`src/hw/rtl/pwd_pkg.sv`:
```
// Shared types and constants for the piecewise decompanding table.
// No dependencies; imported by every module of the block.
package pwd_pkg;

	localparam int CFG_IDX_W  = 3;
	localparam int CFG_DATA_W = 40;
	localparam int LIMIT_W    = 13;
	localparam int CODE_W     = 8;
	localparam int OUT_W      = 13;
	localparam int SEG_LIMITS = 5;
	localparam int IN_DATA_W  = 8;
	localparam int OUT_DATA_W = 16;

	// Register indexes of the configuration port
	localparam logic [CFG_IDX_W-1:0] REG_SEG_LIMIT_0 = 3'd0;
	localparam logic [CFG_IDX_W-1:0] REG_SEG_LIMIT_1 = 3'd1;
	localparam logic [CFG_IDX_W-1:0] REG_SEG_LIMIT_2 = 3'd2;
	localparam logic [CFG_IDX_W-1:0] REG_SEG_LIMIT_3 = 3'd3;
	localparam logic [CFG_IDX_W-1:0] REG_SEG_LIMIT_4 = 3'd4;
	localparam logic [CFG_IDX_W-1:0] REG_SEG_OFFSETS = 3'd5;

	// Request kinds on tuser
	localparam logic KIND_REBUILD = 1'b0;
	localparam logic KIND_DECODE  = 1'b1;

	localparam logic [LIMIT_W-1:0] LIMIT_RESET   = 13'd4096;
	localparam logic [CODE_W-1:0]  FIRST_OFFSET  = 8'(9999 % 256);
	localparam logic [OUT_W-1:0]   NO_CODE_VALUE = 13'd4999;

	typedef struct packed {
		logic start;    // clear code history, rewind value counter
		logic step;     // compand the next input value
		logic rd_en;    // look up the requested pixel code
		logic load_dec; // load decode result into output register
		logic flush;    // close the open run, post rebuild acknowledge
	} dp_cmd_t;

	typedef struct packed {
		logic last_value; // counter holds the last input value
		logic out_free;   // output register can take a result this cycle
	} dp_stat_t;

endpackage

```
`src/hw/rtl/pwd_ctrl.sv`:
```
// Sequencer for table rebuilds and pixel lookups.
// Depends on pwd_pkg for the command and status structs.
module pwd_ctrl (
	input  logic              clk,
	input  logic              arst_n,
	input  logic              s_tvalid,
	input  logic              kind,
	output logic              s_tready,
	input  pwd_pkg::dp_stat_t stat,
	output pwd_pkg::dp_cmd_t  cmd
);
	import pwd_pkg::*;

	typedef enum logic [4:0] {
		ST_IDLE  = 5'b00001,
		ST_READ  = 5'b00010,
		ST_SWEEP = 5'b00100,
		ST_DRAIN = 5'b01000,
		ST_FLUSH = 5'b10000
	} state_t;

	state_t state_q, state_d;
	logic   accept;

	assign s_tready = (state_q == ST_IDLE) && stat.out_free;
	assign accept   = s_tvalid && s_tready;

	always_comb begin
		cmd          = '0;
		cmd.start    = accept && (kind == KIND_REBUILD);
		cmd.rd_en    = accept && (kind == KIND_DECODE);
		cmd.step     = (state_q == ST_SWEEP);
		cmd.load_dec = (state_q == ST_READ);
		cmd.flush    = (state_q == ST_FLUSH);
	end

	always_comb begin
		state_d = state_q;
		unique case (state_q)
			ST_IDLE: begin
				if (accept) begin
					state_d = (kind == KIND_DECODE) ? ST_READ : ST_SWEEP;
				end
			end
			ST_READ:  state_d = ST_IDLE;
			ST_SWEEP: begin
				if (stat.last_value) begin
					state_d = ST_DRAIN;
				end
			end
			// let the compand stage retire its last value
			ST_DRAIN: state_d = ST_FLUSH;
			ST_FLUSH: state_d = ST_IDLE;
			default:  state_d = ST_IDLE;
		endcase
	end

	always_ff @(posedge clk or negedge arst_n) begin
		if (!arst_n) begin
			state_q <= ST_IDLE;
		end else begin
			state_q <= state_d;
		end
	end

endmodule

```
`src/hw/rtl/pwd_dp.sv`:
```
// Datapath: value counter, compand stage, run tracker, decode table memory
// and output register. Depends on pwd_pkg; driven by pwd_ctrl commands.
module pwd_dp #(
	parameter int CODE_ENTRIES = 256,
	parameter int INPUT_RANGE  = 4096
) (
	input  logic                                                 clk,
	input  logic                                                 arst_n,
	input  pwd_pkg::dp_cmd_t                                     cmd,
	output pwd_pkg::dp_stat_t                                    stat,
	input  logic [pwd_pkg::CODE_W-1:0]                           pixel_code,
	input  logic [pwd_pkg::SEG_LIMITS-1:0][pwd_pkg::LIMIT_W-1:0] seg_limit,
	input  logic [pwd_pkg::CFG_DATA_W-1:0]                       seg_offsets,
	input  logic                                                 out_ready,
	output logic                                                 out_valid,
	output logic [pwd_pkg::OUT_W-1:0]                            out_value,
	output logic                                                 out_done
);
	import pwd_pkg::*;

	localparam int VW   = $clog2(INPUT_RANGE);
	localparam int CW   = $clog2(CODE_ENTRIES);
	localparam int CMPW = (VW > LIMIT_W) ? VW : LIMIT_W;

	// value counter and compand stage
	logic [VW-1:0]     cnt_q;
	logic [2:0]        seg;
	logic [VW-1:0]     shifted;
	logic [CODE_W-1:0] offset;
	logic [CODE_W-1:0] code_c;

	logic              valid_s1;
	logic              first_s1;
	logic [VW-1:0]     v_s1;
	logic [CODE_W-1:0] code_s1;

	// run tracker
	logic [CODE_W-1:0] cur_code_q;
	logic [VW-1:0]     cur_first_q;
	logic [VW-1:0]     last_q;
	logic              cur_rec_q;
	logic [CODE_ENTRIES-1:0] seen_q;

	logic              new_run;
	logic              new_in_tab;
	logic              new_rec;
	logic              close_wr;
	logic [VW:0]       run_sum;
	logic [OUT_W-1:0]  mid;

	// lookup
	logic [OUT_W-1:0]  mem_q [CODE_ENTRIES];
	logic [OUT_W-1:0]  rd_s1;
	logic              hit_s1;
	logic              req_in_tab;

	logic              out_valid_q;
	logic [OUT_W-1:0]  out_value_q;
	logic              out_done_q;

	assign stat.last_value = (cnt_q == VW'(INPUT_RANGE - 1));
	assign stat.out_free   = !out_valid_q || out_ready;

	always_comb begin
		priority if (CMPW'(cnt_q) < CMPW'(seg_limit[0])) seg = 3'd0;
		else if (CMPW'(cnt_q) < CMPW'(seg_limit[1]))     seg = 3'd1;
		else if (CMPW'(cnt_q) < CMPW'(seg_limit[2]))     seg = 3'd2;
		else if (CMPW'(cnt_q) < CMPW'(seg_limit[3]))     seg = 3'd3;
		else if (CMPW'(cnt_q) < CMPW'(seg_limit[4]))     seg = 3'd4;
		else                                             seg = 3'd5;
	end

	always_comb begin
		unique case (seg)
			3'd0:    offset = FIRST_OFFSET;
			3'd1:    offset = seg_offsets[7:0];
			3'd2:    offset = seg_offsets[15:8];
			3'd3:    offset = seg_offsets[23:16];
			3'd4:    offset = seg_offsets[31:24];
			default: offset = seg_offsets[39:32];
		endcase
	end

	assign shifted = cnt_q >> seg;
	assign code_c  = shifted[CODE_W-1:0] + offset;

	always_ff @(posedge clk or negedge arst_n) begin
		if (!arst_n) begin
			cnt_q    <= '0;
			valid_s1 <= 1'b0;
		end else begin
			if (cmd.start) begin
				cnt_q <= '0;
			end else if (cmd.step) begin
				cnt_q <= cnt_q + 1'b1;
			end
			valid_s1 <= cmd.step;
		end
	end

	always_ff @(posedge clk) begin
		if (cmd.step) begin
			v_s1     <= cnt_q;
			code_s1  <= code_c;
			first_s1 <= (cnt_q == '0);
		end
	end

	// A code keeps only its first run: record a run only if the code was unseen
	assign new_run    = valid_s1 && (first_s1 || (code_s1 != cur_code_q));
	assign new_in_tab = ({1'b0, code_s1} < (CODE_W + 1)'(CODE_ENTRIES));
	assign new_rec    = new_in_tab && !seen_q[code_s1[CW-1:0]];
	assign close_wr   = cur_rec_q && ((new_run && !first_s1) || cmd.flush);
	assign run_sum    = {1'b0, cur_first_q} + {1'b0, last_q};
	assign mid        = OUT_W'(run_sum[VW:1]);

	always_ff @(posedge clk or negedge arst_n) begin
		if (!arst_n) begin
			seen_q    <= '0;
			cur_rec_q <= 1'b0;
		end else begin
			if (cmd.start) begin
				seen_q <= '0;
			end else if (new_run && new_rec) begin
				seen_q[code_s1[CW-1:0]] <= 1'b1;
			end
			if (new_run) begin
				cur_rec_q <= new_rec;
			end
		end
	end

	always_ff @(posedge clk) begin
		if (valid_s1) begin
			last_q <= v_s1;
		end
		if (new_run) begin
			cur_code_q  <= code_s1;
			cur_first_q <= v_s1;
		end
	end

	assign req_in_tab = ({1'b0, pixel_code} < (CODE_W + 1)'(CODE_ENTRIES));

	always_ff @(posedge clk) begin
		if (close_wr) begin
			mem_q[cur_code_q[CW-1:0]] <= mid;
		end
		if (cmd.rd_en) begin
			rd_s1 <= mem_q[pixel_code[CW-1:0]];
		end
	end

	always_ff @(posedge clk) begin
		if (cmd.rd_en) begin
			hit_s1 <= req_in_tab && seen_q[pixel_code[CW-1:0]];
		end
	end

	always_ff @(posedge clk or negedge arst_n) begin
		if (!arst_n) begin
			out_valid_q <= 1'b0;
		end else if (cmd.load_dec || cmd.flush) begin
			out_valid_q <= 1'b1;
		end else if (out_ready) begin
			out_valid_q <= 1'b0;
		end
	end

	always_ff @(posedge clk) begin
		if (cmd.load_dec) begin
			out_value_q <= hit_s1 ? rd_s1 : NO_CODE_VALUE;
			out_done_q  <= 1'b0;
		end else if (cmd.flush) begin
			out_value_q <= '0;
			out_done_q  <= 1'b1;
		end
	end

	assign out_valid = out_valid_q;
	assign out_value = out_value_q;
	assign out_done  = out_done_q;

endmodule

```
`src/hw/rtl/piecewise_decompand_table.sv`:
```
// Decode: the table read is registered, then loaded into the output register; a new request waits until that is done.
// Rebuild: one input value per cycle through the compand stage, acknowledge after the sweep
// and the drain and flush states; the decode table memory takes one run write per cycle.
// Reset clears the sequencer, code history and configuration (limits 4096, offsets 0);
// table contents are undefined until the first rebuild.
// Top level: configuration registers, sequencer and datapath.
module piecewise_decompand_table #(
	parameter int CODE_ENTRIES = 256,
	parameter int INPUT_RANGE  = 4096
) (
	input  logic                             clk,
	input  logic                             arst_n,
	input  logic                             s_tvalid,
	output logic                             s_tready,
	input  logic [pwd_pkg::IN_DATA_W-1:0]    s_tdata,  // [7:0] pixel_code
	input  logic                             s_tuser,  // [0] kind
	output logic                             m_tvalid,
	input  logic                             m_tready,
	output logic [pwd_pkg::OUT_DATA_W-1:0]   m_tdata,  // [12:0] decoded_value, [15:13] zero
	output logic                             m_tuser,  // [0] rebuild_done
	input  logic                             cfg_we,
	input  logic [pwd_pkg::CFG_IDX_W-1:0]    cfg_index,
	input  logic [pwd_pkg::CFG_DATA_W-1:0]   cfg_data
);
	import pwd_pkg::*;

	logic [SEG_LIMITS-1:0][LIMIT_W-1:0] seg_limit_q;
	logic [CFG_DATA_W-1:0]              seg_offsets_q;
	dp_cmd_t                            cmd;
	dp_stat_t                           stat;
	logic [OUT_W-1:0]                   out_value;

	always_ff @(posedge clk or negedge arst_n) begin
		if (!arst_n) begin
			seg_limit_q   <= {SEG_LIMITS{LIMIT_RESET}};
			seg_offsets_q <= '0;
		end else if (cfg_we) begin
			unique case (cfg_index)
				REG_SEG_LIMIT_0: seg_limit_q[0] <= cfg_data[LIMIT_W-1:0];
				REG_SEG_LIMIT_1: seg_limit_q[1] <= cfg_data[LIMIT_W-1:0];
				REG_SEG_LIMIT_2: seg_limit_q[2] <= cfg_data[LIMIT_W-1:0];
				REG_SEG_LIMIT_3: seg_limit_q[3] <= cfg_data[LIMIT_W-1:0];
				REG_SEG_LIMIT_4: seg_limit_q[4] <= cfg_data[LIMIT_W-1:0];
				REG_SEG_OFFSETS: seg_offsets_q  <= cfg_data;
				default: ; // drop writes to unused indexes
			endcase
		end
	end

	pwd_ctrl u_ctrl (
		.clk      (clk),
		.arst_n   (arst_n),
		.s_tvalid (s_tvalid),
		.kind     (s_tuser),
		.s_tready (s_tready),
		.stat     (stat),
		.cmd      (cmd)
	);

	pwd_dp #(
		.CODE_ENTRIES (CODE_ENTRIES),
		.INPUT_RANGE  (INPUT_RANGE)
	) u_dp (
		.clk         (clk),
		.arst_n      (arst_n),
		.cmd         (cmd),
		.stat        (stat),
		.pixel_code  (s_tdata[CODE_W-1:0]),
		.seg_limit   (seg_limit_q),
		.seg_offsets (seg_offsets_q),
		.out_ready   (m_tready),
		.out_valid   (m_tvalid),
		.out_value   (out_value),
		.out_done    (m_tuser)
	);

	assign m_tdata = OUT_DATA_W'(out_value);

endmodule

```
`config.mk`:
```
export PLATFORM = sky130hd
export DESIGN_NAME = piecewise_decompand_table
export DESIGN_NICKNAME = d
export VERILOG_FILES = /design/src/hw/rtl/pwd_pkg.sv /design/src/hw/rtl/pwd_ctrl.sv /design/src/hw/rtl/pwd_dp.sv /design/src/hw/rtl/piecewise_decompand_table.sv
export SDC_FILE = /design/constraint.sdc
export NUM_CORES = 2
export LEC_CHECK = 0
export BUFFER_PORTS_ARGS = -buffer_cell sky130_fd_sc_hd__buf_4
export CORE_ASPECT_RATIO = 1.2
export CORE_MARGIN = 1
export CORE_UTILIZATION = 30
export DETAILED_ROUTE_END_ITERATION = 16
export GPL_ROUTABILITY_DRIVEN = 0
export PLACE_DENSITY = 0.42
export SYNTH_ARGS = -nofsm -noshare
export SYNTH_HDL_FRONTEND = slang
export SYNTH_SLANG_ARGS = --single-unit
```
`constraint.sdc`:
```
create_clock -name clk -period 14.4 [get_ports clk]
set_input_delay 0.72 -clock clk [delete_from_list [all_inputs] [get_ports clk]]
set_output_delay 0.72 -clock clk [all_outputs]
set_load 0.05 [all_outputs]
```
# After elaboration in Yosys (flattened, before gate mapping)
# Memories as Yosys holds them, arrays and structs flattened. A register that Yosys moved wholly into a read port is not among the register bits.
# Cells that the tools add are included.
# Widths: inputs -> output; s select.
[word_totals] in_bits=57 mem_bits_rw=3072 out_inout_bits=19 memories=1 word_cells=112 ff_bits=462
[mem_list] name="u_dp.mem_q" words=256 width=12 rd=1 rd_ports_with_merged_regs=1 write_ports=1 line="pwd_dp.sv:52" rtl="logic [OUT_W-1:0] mem_q [CODE_ENTRIES];"
[classes] order_cmp=8 mux=27 bitwise_logic=2 n_shift=1 n_eq_ne=18 add_sub_neg=3 n_reduce_logical=30
[op_table] op="$mux 256" n=2
[op_table] op="$or 256x256->256" n=1
[op_table] op="$lt 12x13->1" n=5
[op_table] op="$pmux 8 s5" n=1
[op_table] op="$mux 13" n=3
[op_table] op="$mux 12" n=2
[op_table] op="$lt 8x9->1 const B" n=2
[op_table] op="$bmux 1 s8" n=2
[op_table] op="$mux 3" n=5
[op_table] op="$pmux 5 s3" n=1
[op_table] op="$reduce_and 2->1" n=7
[op_table] op="$add 12x12->13" n=1
[op_table] op="$add 12x1->12 const B" n=1
[op_table] op="$eq 12x12->1 const B" n=1
[op_table] op="$eq 3x2->1 const B" n=4
[op_table] op="$logic_not 12->1" n=1
[op_table] op="$shr 12x3->8" n=1
[op_table] op="$mux 5" n=2
[op_table] op="$eq 3x3->1 const B" n=3
[op_table] op="$logic_and 1x1->1" n=9
[op_table] op="$add 8x8->8" n=1
[op_table] op="$demux 1 s8" n=1
[op_table] op="$ge 8x1->1 const B" n=1
[op_table] op="$mux 1" n=8
[op_table] op="14 further kinds" n=24

# Longest topological paths before layout
[logic_depth] ltp_word=9 depth_mapped=22 mapped_depth_nobuf=20

# Modules after synthesis
# A second synthesis with hierarchy kept.
[unflattened] cells_unflattened=6600 hier_area_um2=141286.8
[modules_own_cells] mod="pwd_dp" area_per_inst_um2=137026.4 n_inst=1 cells_each=6344 seq_area_each_um2=101422.3
[modules_own_cells] mod="piecewise_decompand_table" area_per_inst_um2=3980.1 n_inst=1 cells_each=229 seq_area_each_um2=2633.8
[modules_own_cells] mod="pwd_ctrl" area_per_inst_um2=280.3 n_inst=1 cells_each=27 seq_area_each_um2=126.4

# Worst setup path before layout
# OpenSTA, ideal clock, no wires.
[synth_timing] path_type="register -> register" start="register u_dp.last_q[1]" end="memory u_dp.mem_q[0][10] (netlist name) (data pin)" synth_period_minus_slack_ps=10519 n_path_buf=0 path_stages_with_launch=11 required_time_ps=12753 arrival_time_ps=8872 setup_ps=1647 path_slack_ps=3881 path_cell_list="edfxtp_1 -> ha_1 -> a31o_2 -> a21oi_1 -> o21ai_0 -> a21oi_1 -> o21ai_0 -> or4_1 -> a31o_2 -> a21oi_1 -> xnor2_1"
[synth_between] elab_chain_cells=1
[synth_rtl] element="start, declared" line="pwd_dp.sv:40" rtl="logic [VW-1:0] last_q;"
[synth_rtl] element="start signal, assigned" line="pwd_dp.sv:135" rtl="last_q <= v_s1;"
[synth_rtl] element="$add 12x12->13" line="pwd_dp.sv:114" rtl="assign run_sum = {1'b0, cur_first_q} + {1'b0, last_q};"
[synth_rtl] element="via u_dp.run_sum[11]" line="pwd_dp.sv:48" rtl="logic [VW:0] run_sum;"
[synth_rtl] element="end, declared" line="pwd_dp.sv:52"
# The timed path passes the listed nets, and every way through them passes these cells.

# Worst setup path in the final report
[layout_timing] start="register u_dp.cnt_q[4]" end="register u_dp.code_s1[7] (data pin)"
[layout_between] elab_chain_cells=9 word_cells_on_any_way=18 cone_classes="add/sub: 1; order compare: 5; eq/ne: 4; shift: 1; mux: 6; reduce/logical: 1"
[layout_rtl] element="start, declared" line="pwd_dp.sv:26" rtl="logic [VW-1:0] cnt_q;"
[layout_rtl] element="start signal, assigned" line="pwd_dp.sv:95" rtl="cnt_q <= cnt_q + 1'b1;"
[layout_rtl] element="$lt 12x13->1" line="pwd_dp.sv:69" rtl="else if (CMPW'(cnt_q) < CMPW'(seg_limit[4])) seg = 3'd4;"
[layout_rtl] element="$mux 1" line="pwd_dp.sv:69"
[layout_rtl] element="$mux 3" line="pwd_dp.sv:68" rtl="else if (CMPW'(cnt_q) < CMPW'(seg_limit[3])) seg = 3'd3;"
[layout_rtl] element="$mux 3" line="pwd_dp.sv:67" rtl="else if (CMPW'(cnt_q) < CMPW'(seg_limit[2])) seg = 3'd2;"
[layout_rtl] element="$mux 3" line="pwd_dp.sv:66" rtl="else if (CMPW'(cnt_q) < CMPW'(seg_limit[1])) seg = 3'd1;"
[layout_rtl] element="$mux 3" line="pwd_dp.sv:65" rtl="priority if (CMPW'(cnt_q) < CMPW'(seg_limit[0])) seg = 3'd0;"
[layout_rtl] element="$eq 3x3->1 (tied with other cells)" line="pwd_dp.sv:74" rtl="unique case (seg)"
[layout_rtl] element="$pmux 8 s5" line="pwd_dp.sv:74"
[layout_rtl] element="$add 8x8->8 (*)" line="pwd_dp.sv:85" rtl="assign code_c = shifted[CODE_W-1:0] + offset;"
[layout_rtl] element="via u_dp.code_c[7]" line="pwd_dp.sv:30" rtl="logic [CODE_W-1:0] code_c;"
[layout_rtl] element="end signal, assigned" line="pwd_dp.sv:104" rtl="code_s1 <= code_c;"
[layout_rtl] element="end, declared" line="pwd_dp.sv:35" rtl="logic [CODE_W-1:0] code_s1;"
# The timed path passes the listed nets; every way through them passes the cells marked *.
# A chain may end at the register's enable or synchronous reset.

==> results.py <==
metrics = {
    "route": {
        "post-route-drc-count": 8,
        "firstDrtPassIters": 12,
        "vias": 67743,
        "wire_per_inst_um": 29.8,
        "drtAntennaViolNets": 0,
        "viasPerCell": 4.99,
        "drtIter0Drc": 5213,
        "finalWirelength_mm": 404,
    },
    "critical_path": {
        "cp.depth": 19,
        "startpoint_type": "register",
        "timing_worst_setup_path_type": "register to register",
        "reg2reg_depth": 19,
        "cp-end-kind": "register",
        "critPathSlowestCell": "dfrtp_1",
        "cp.buffers_inverters": 2,
        "max_stage_delay_ns": 0.62,
        "cp_cell_sequence": "ha_1 > or3_1 > a211oi_1 > o32ai_1 > a211oi_1 > nor2_1 > buf_4 > o21ai_1 > buf_4 > a211oi_1 > a211o_1 > a21oi_1 > ha_1 > a21oi_1 > o21bai_1 > a21oi_1 > o21bai_1 > a21oi_1 > xnor3_1",
        "regToRegSetupSlack_ns": 8.73,
        "cp_max_fo": 14,
        "path_common_cell": "a21oi_1",
        "r2r_start": "u_dp.cnt_q[4]$_DFFE_PN0P_",
        "required_ns": 15.14,
        "worst_ep_arrival_time_ns": 6.41,
        "endpoint": "u_dp.code_s1[7]$_DFFE_PP_",
        "r2r-end": "u_dp.code_s1[7]$_DFFE_PP_",
        "cp_top_family": "compound AO/OA/AOI/OAI gates",
        "cp-startpoint": "u_dp.cnt_q[4]$_DFFE_PN0P_",
    },
    "synth": {
        "yosys.cell_types.count": 70,
        "syn_inst": 6672,
        "synth_async_sr_flop_share_pct": 10.8,
        "syn_area_um2": 141000,
        "synth_top_area_cell": "edfxtp_1",
        "synth_top_area_share_pct": 67.1,
        "yosysWarningCount": 0,
        "synth-edff-count": 3151,
        "yosys_register_bits": 3533,
        "synthTopCellsByCount": "edfxtp_1, mux4_2, nand2_1, dfrtp_1, o21ai_0",
        "synth.most_common_cell": "edfxtp_1",
        "synth_area_per_cell_um2": 21.1,
        "synth-main-ff-cell": "edfxtp_1",
        "synth.area.top_cells": "edfxtp_1, mux4_2, dfrtp_1, o21ai_0, nand2_1",
        "synth-seq-area-share_pct": 73.9,
    },
    "grt": {
        "grt_pass1_wl_mm": 570,
        "grt_max_degree": 258,
        "antenna_found_initial": 22,
        "grt.overflow.total": 0,
        "grt_pass1_vias": 71534,
        "grt_usage_pct": 17.0,
    },
    "finish": {
        "multi_input_area_um2": 35300,
        "regArea_um2": 104000,
        "postLayoutCellArea_um2": 163000,
        "fin_nets": 7160,
        "drive_gt1_share_pct": 31.4,
        "area_growth_pct": 15.8,
        "final_core_util_pct": 34.9,
        "stdcell_count": 13581,
        "fillers": 43378,
    },
    "clock_network": {
        "clock_sinks": 3533,
        "cts_tree": "done",
        "path_clk_slew_ns": 0.06,
        "clk_latency_ns": 1.00,
        "cts_buffers": 385,
        "htree_num_levels": 5,
        "root_buffer": "clkbuf_16",
        "clock_path_buffers": 4,
        "post_cts_buffers": 0,
    },
    "status": {
        "violations": "design-rule violations",
        "status": "finished with violations",
    },
    "floorplan": {
        "fp.dieH_um": 753,
        "die-area_um2": 472000,
        "io_pins": 76,
        "start_util_pct": 30.1,
        "rows": 275,
        "die-width_um": 628,
        "core_um2": 468000,
    },
    "timing": {
        "hold-worst-slack_ns": 0.146,
        "slew_viol_final": 0,
        "finalSetupTns_ns": 0,
        "report.final.hold_viol_count": 0,
        "period_needed_ns": 5.67,
        "fin_crit_sh_pct": 39.4,
        "worstMarginPinSlew_ns": 1.37,
        "slew_headroom_pct": 8.79,
        "max_freq_mhz": 176,
        "clock-skew-final_ns": 0.0660,
        "rsz0062_at_grt": "no",
        "setup_violations": 0,
    },
    "placed_design": {
        "place_area_um2": 150000,
        "hpwl_mm": 239,
        "dp.cells": 12830,
        "io_buffers": 72,
    },
    "power_and_ir_drop": {
        "power_density_nw_per_um2": 152,
        "p_leak_nw": 52.1,
        "ir_worst_vdd_uv": 119,
    },
    "job": {
        "maxCapViolations": 0,
    },
    "worst_hold_path": {
        "hold_start": "s_tuser",
        "hp-class": "input port to register",
    },
}
cell type report:
type | count | area share (%)
Sequential cell | 3533 | 63.8
Multi-Input combinational cell | 2646 | 21.6
Clock buffer | 481 | 6.21
Tap cell | 6232 | 4.78
Timing Repair Buffer | 374 | 1.92
Clock inverter | 216 | 1.41
Inverter | 86 | 0.202
Antenna cell | 13 | 0.0199
cells in the final DEF, fill, tap and decap left out, types with 9 or more instances in the layout:
| cell | netlist | final |
|---|---|---|
| clkinv_2 | 0 | 66 |
| inv_1 | 86 | 85 |
| o21ai_0 | 323 | 322 |
| clkinvlp_4 | 0 | 14 |
| clkinv_8 | 0 | 10 |
| buf_12 | 0 | 14 |
| mux2i_1 | 23 | 23 |
| diode_2 | 0 | 13 |
| xor2_1 | 11 | 9 |
| xnor2_1 | 19 | 12 |
| nand4_1 | 10 | 10 |
| nor2_1 | 304 | 170 |
| nor2_2 | 0 | 133 |
| mux2_2 | 67 | 67 |
| nand3_1 | 33 | 26 |
| mux4_2 | 1185 | 1185 |
| clkinv_1 | 0 | 73 |
| ha_1 | 75 | 75 |
| nand2b_1 | 11 | 11 |
| bufinv_16 | 0 | 40 |
| buf_4 | 9 | 314 |
| clkbuf_1 | 304 | 89 |
| clkbuf_16 | 0 | 391 |
| a21oi_1 | 40 | 40 |
| and3_1 | 10 | 10 |
| a21o_1 | 11 | 11 |
| dlygate4sd3_1 | 0 | 41 |
| nand2_1 | 379 | 375 |
| edfxtp_1 | 3151 | 3151 |
| a211oi_1 | 11 | 11 |
| dfrtp_1 | 375 | 375 |
| nor2b_1 | 13 | 13 |
how the worst min path moves through the flow:
stage | slack, ns | cells after the start | end
5_1_grt | 0.1 | 3 | u_ctrl.state_q[1]$_DFFE_PN0P_
3_3_place_gp | 0.43 | 0 | u_dp.cur_first_q[3]$_DFFE_PP_
3_5_place_dp | 0.43 | 0 | u_dp.last_q[0]$_DFFE_PP_
2_1_floorplan | 0.42 | 0 | seg_limit_q[0]$_DFFE_PN0P_
4_1_cts | 0.05 | 3 | u_ctrl.state_q[1]$_DFFE_PN0P_
6_report | 0.15 | 3 | u_ctrl.state_q[1]$_DFFE_PN0P_
worst reg2reg max path, stage by stage, from the launching register on:
cell and delay (ns):
dfrtp_1 0.62, ha_1 0.35, or3_1 0.41, a211oi_1 0.26
o32ai_1 0.14, a211oi_1 0.56, nor2_1 0.13, buf_4 0.24
o21ai_1 0.49, buf_4 0.34, a211oi_1 0.09, a211o_1 0.30
a21oi_1 0.18, ha_1 0.30, a21oi_1 0.23, o21bai_1 0.09
a21oi_1 0.23, o21bai_1 0.09, a21oi_1 0.17, xnor3_1 0.25
logic make-up after synthesis:
| kind of cell | Yosys count | synth area share, % |
|---|---|---|
| other | 1 | 0.00266 |
| muxes | 1275 | 19.6 |
| DFF | 3533 | 73.9 |
| AOI/OAI and AO/OA | 446 | 1.76 |
| and+or+nand+nor | 814 | 2.41 |
| xor gates and xnor gates | 31 | 0.202 |
| adders and majority gates | 77 | 0.694 |
| buffers and inverters | 495 | 1.36 |
power by group:
part | internal (mW) | total, mW | leakage (nW) | switching (mW)
registers | 12.3 | 12.4 | 33.5 | 0.0915
clock network | 5.71 | 9.87 | 6.04 | 4.16
logic | 0.600 | 2.55 | 12.6 | 1.95
total | 18.6 | 24.8 | 52.1 | 6.20
timing repair:
| action | in CTS | in global routing |
|---|---|---|
| setup endpoints to repair | 0 | 0 |
| endpoints found under the hold margin | 180 | 0 |
| hold buffers | 41 | 0 |
| gates resized for setup | 0 | 0 |
flip-flops by register name, summed over array words and instances, names as in the netlist, 5 cells and up:
name              count
u_dp.mem_q         3072
u_dp.v_s1            12
u_dp.seen_q         256
seg_offsets_q        40
u_dp.cur_first_q     12
u_dp.rd_s1           12
u_ctrl.state_q        5
u_dp.out_value       13
u_dp.code_s1          8
u_dp.cur_code_q       8
seg_limit_q          65
u_dp.cnt_q           12
u_dp.last_q          12
metal layers:
layer / vias to the layer above / track usage [%] / routed length, um
li1: 28314 / - / -
met4: 0 / 3.64 / 8570
met5: - / 0 / 0
met2: 1506 / 30.1 / 212000
met1: 37450 / 22.1 / 168000
met3: 473 / 2.22 / 15600
metrics by stage:
stage               total power [mW]  setup slack (ns)
global placement                15.1              8.07
CTS                             25.1              8.68
detailed placement              15.2              8.06
global route                    25.6              8.38
finish                          24.8              8.73
floorplan                       14.3              3.88
(Power assumes the default switching activity.)
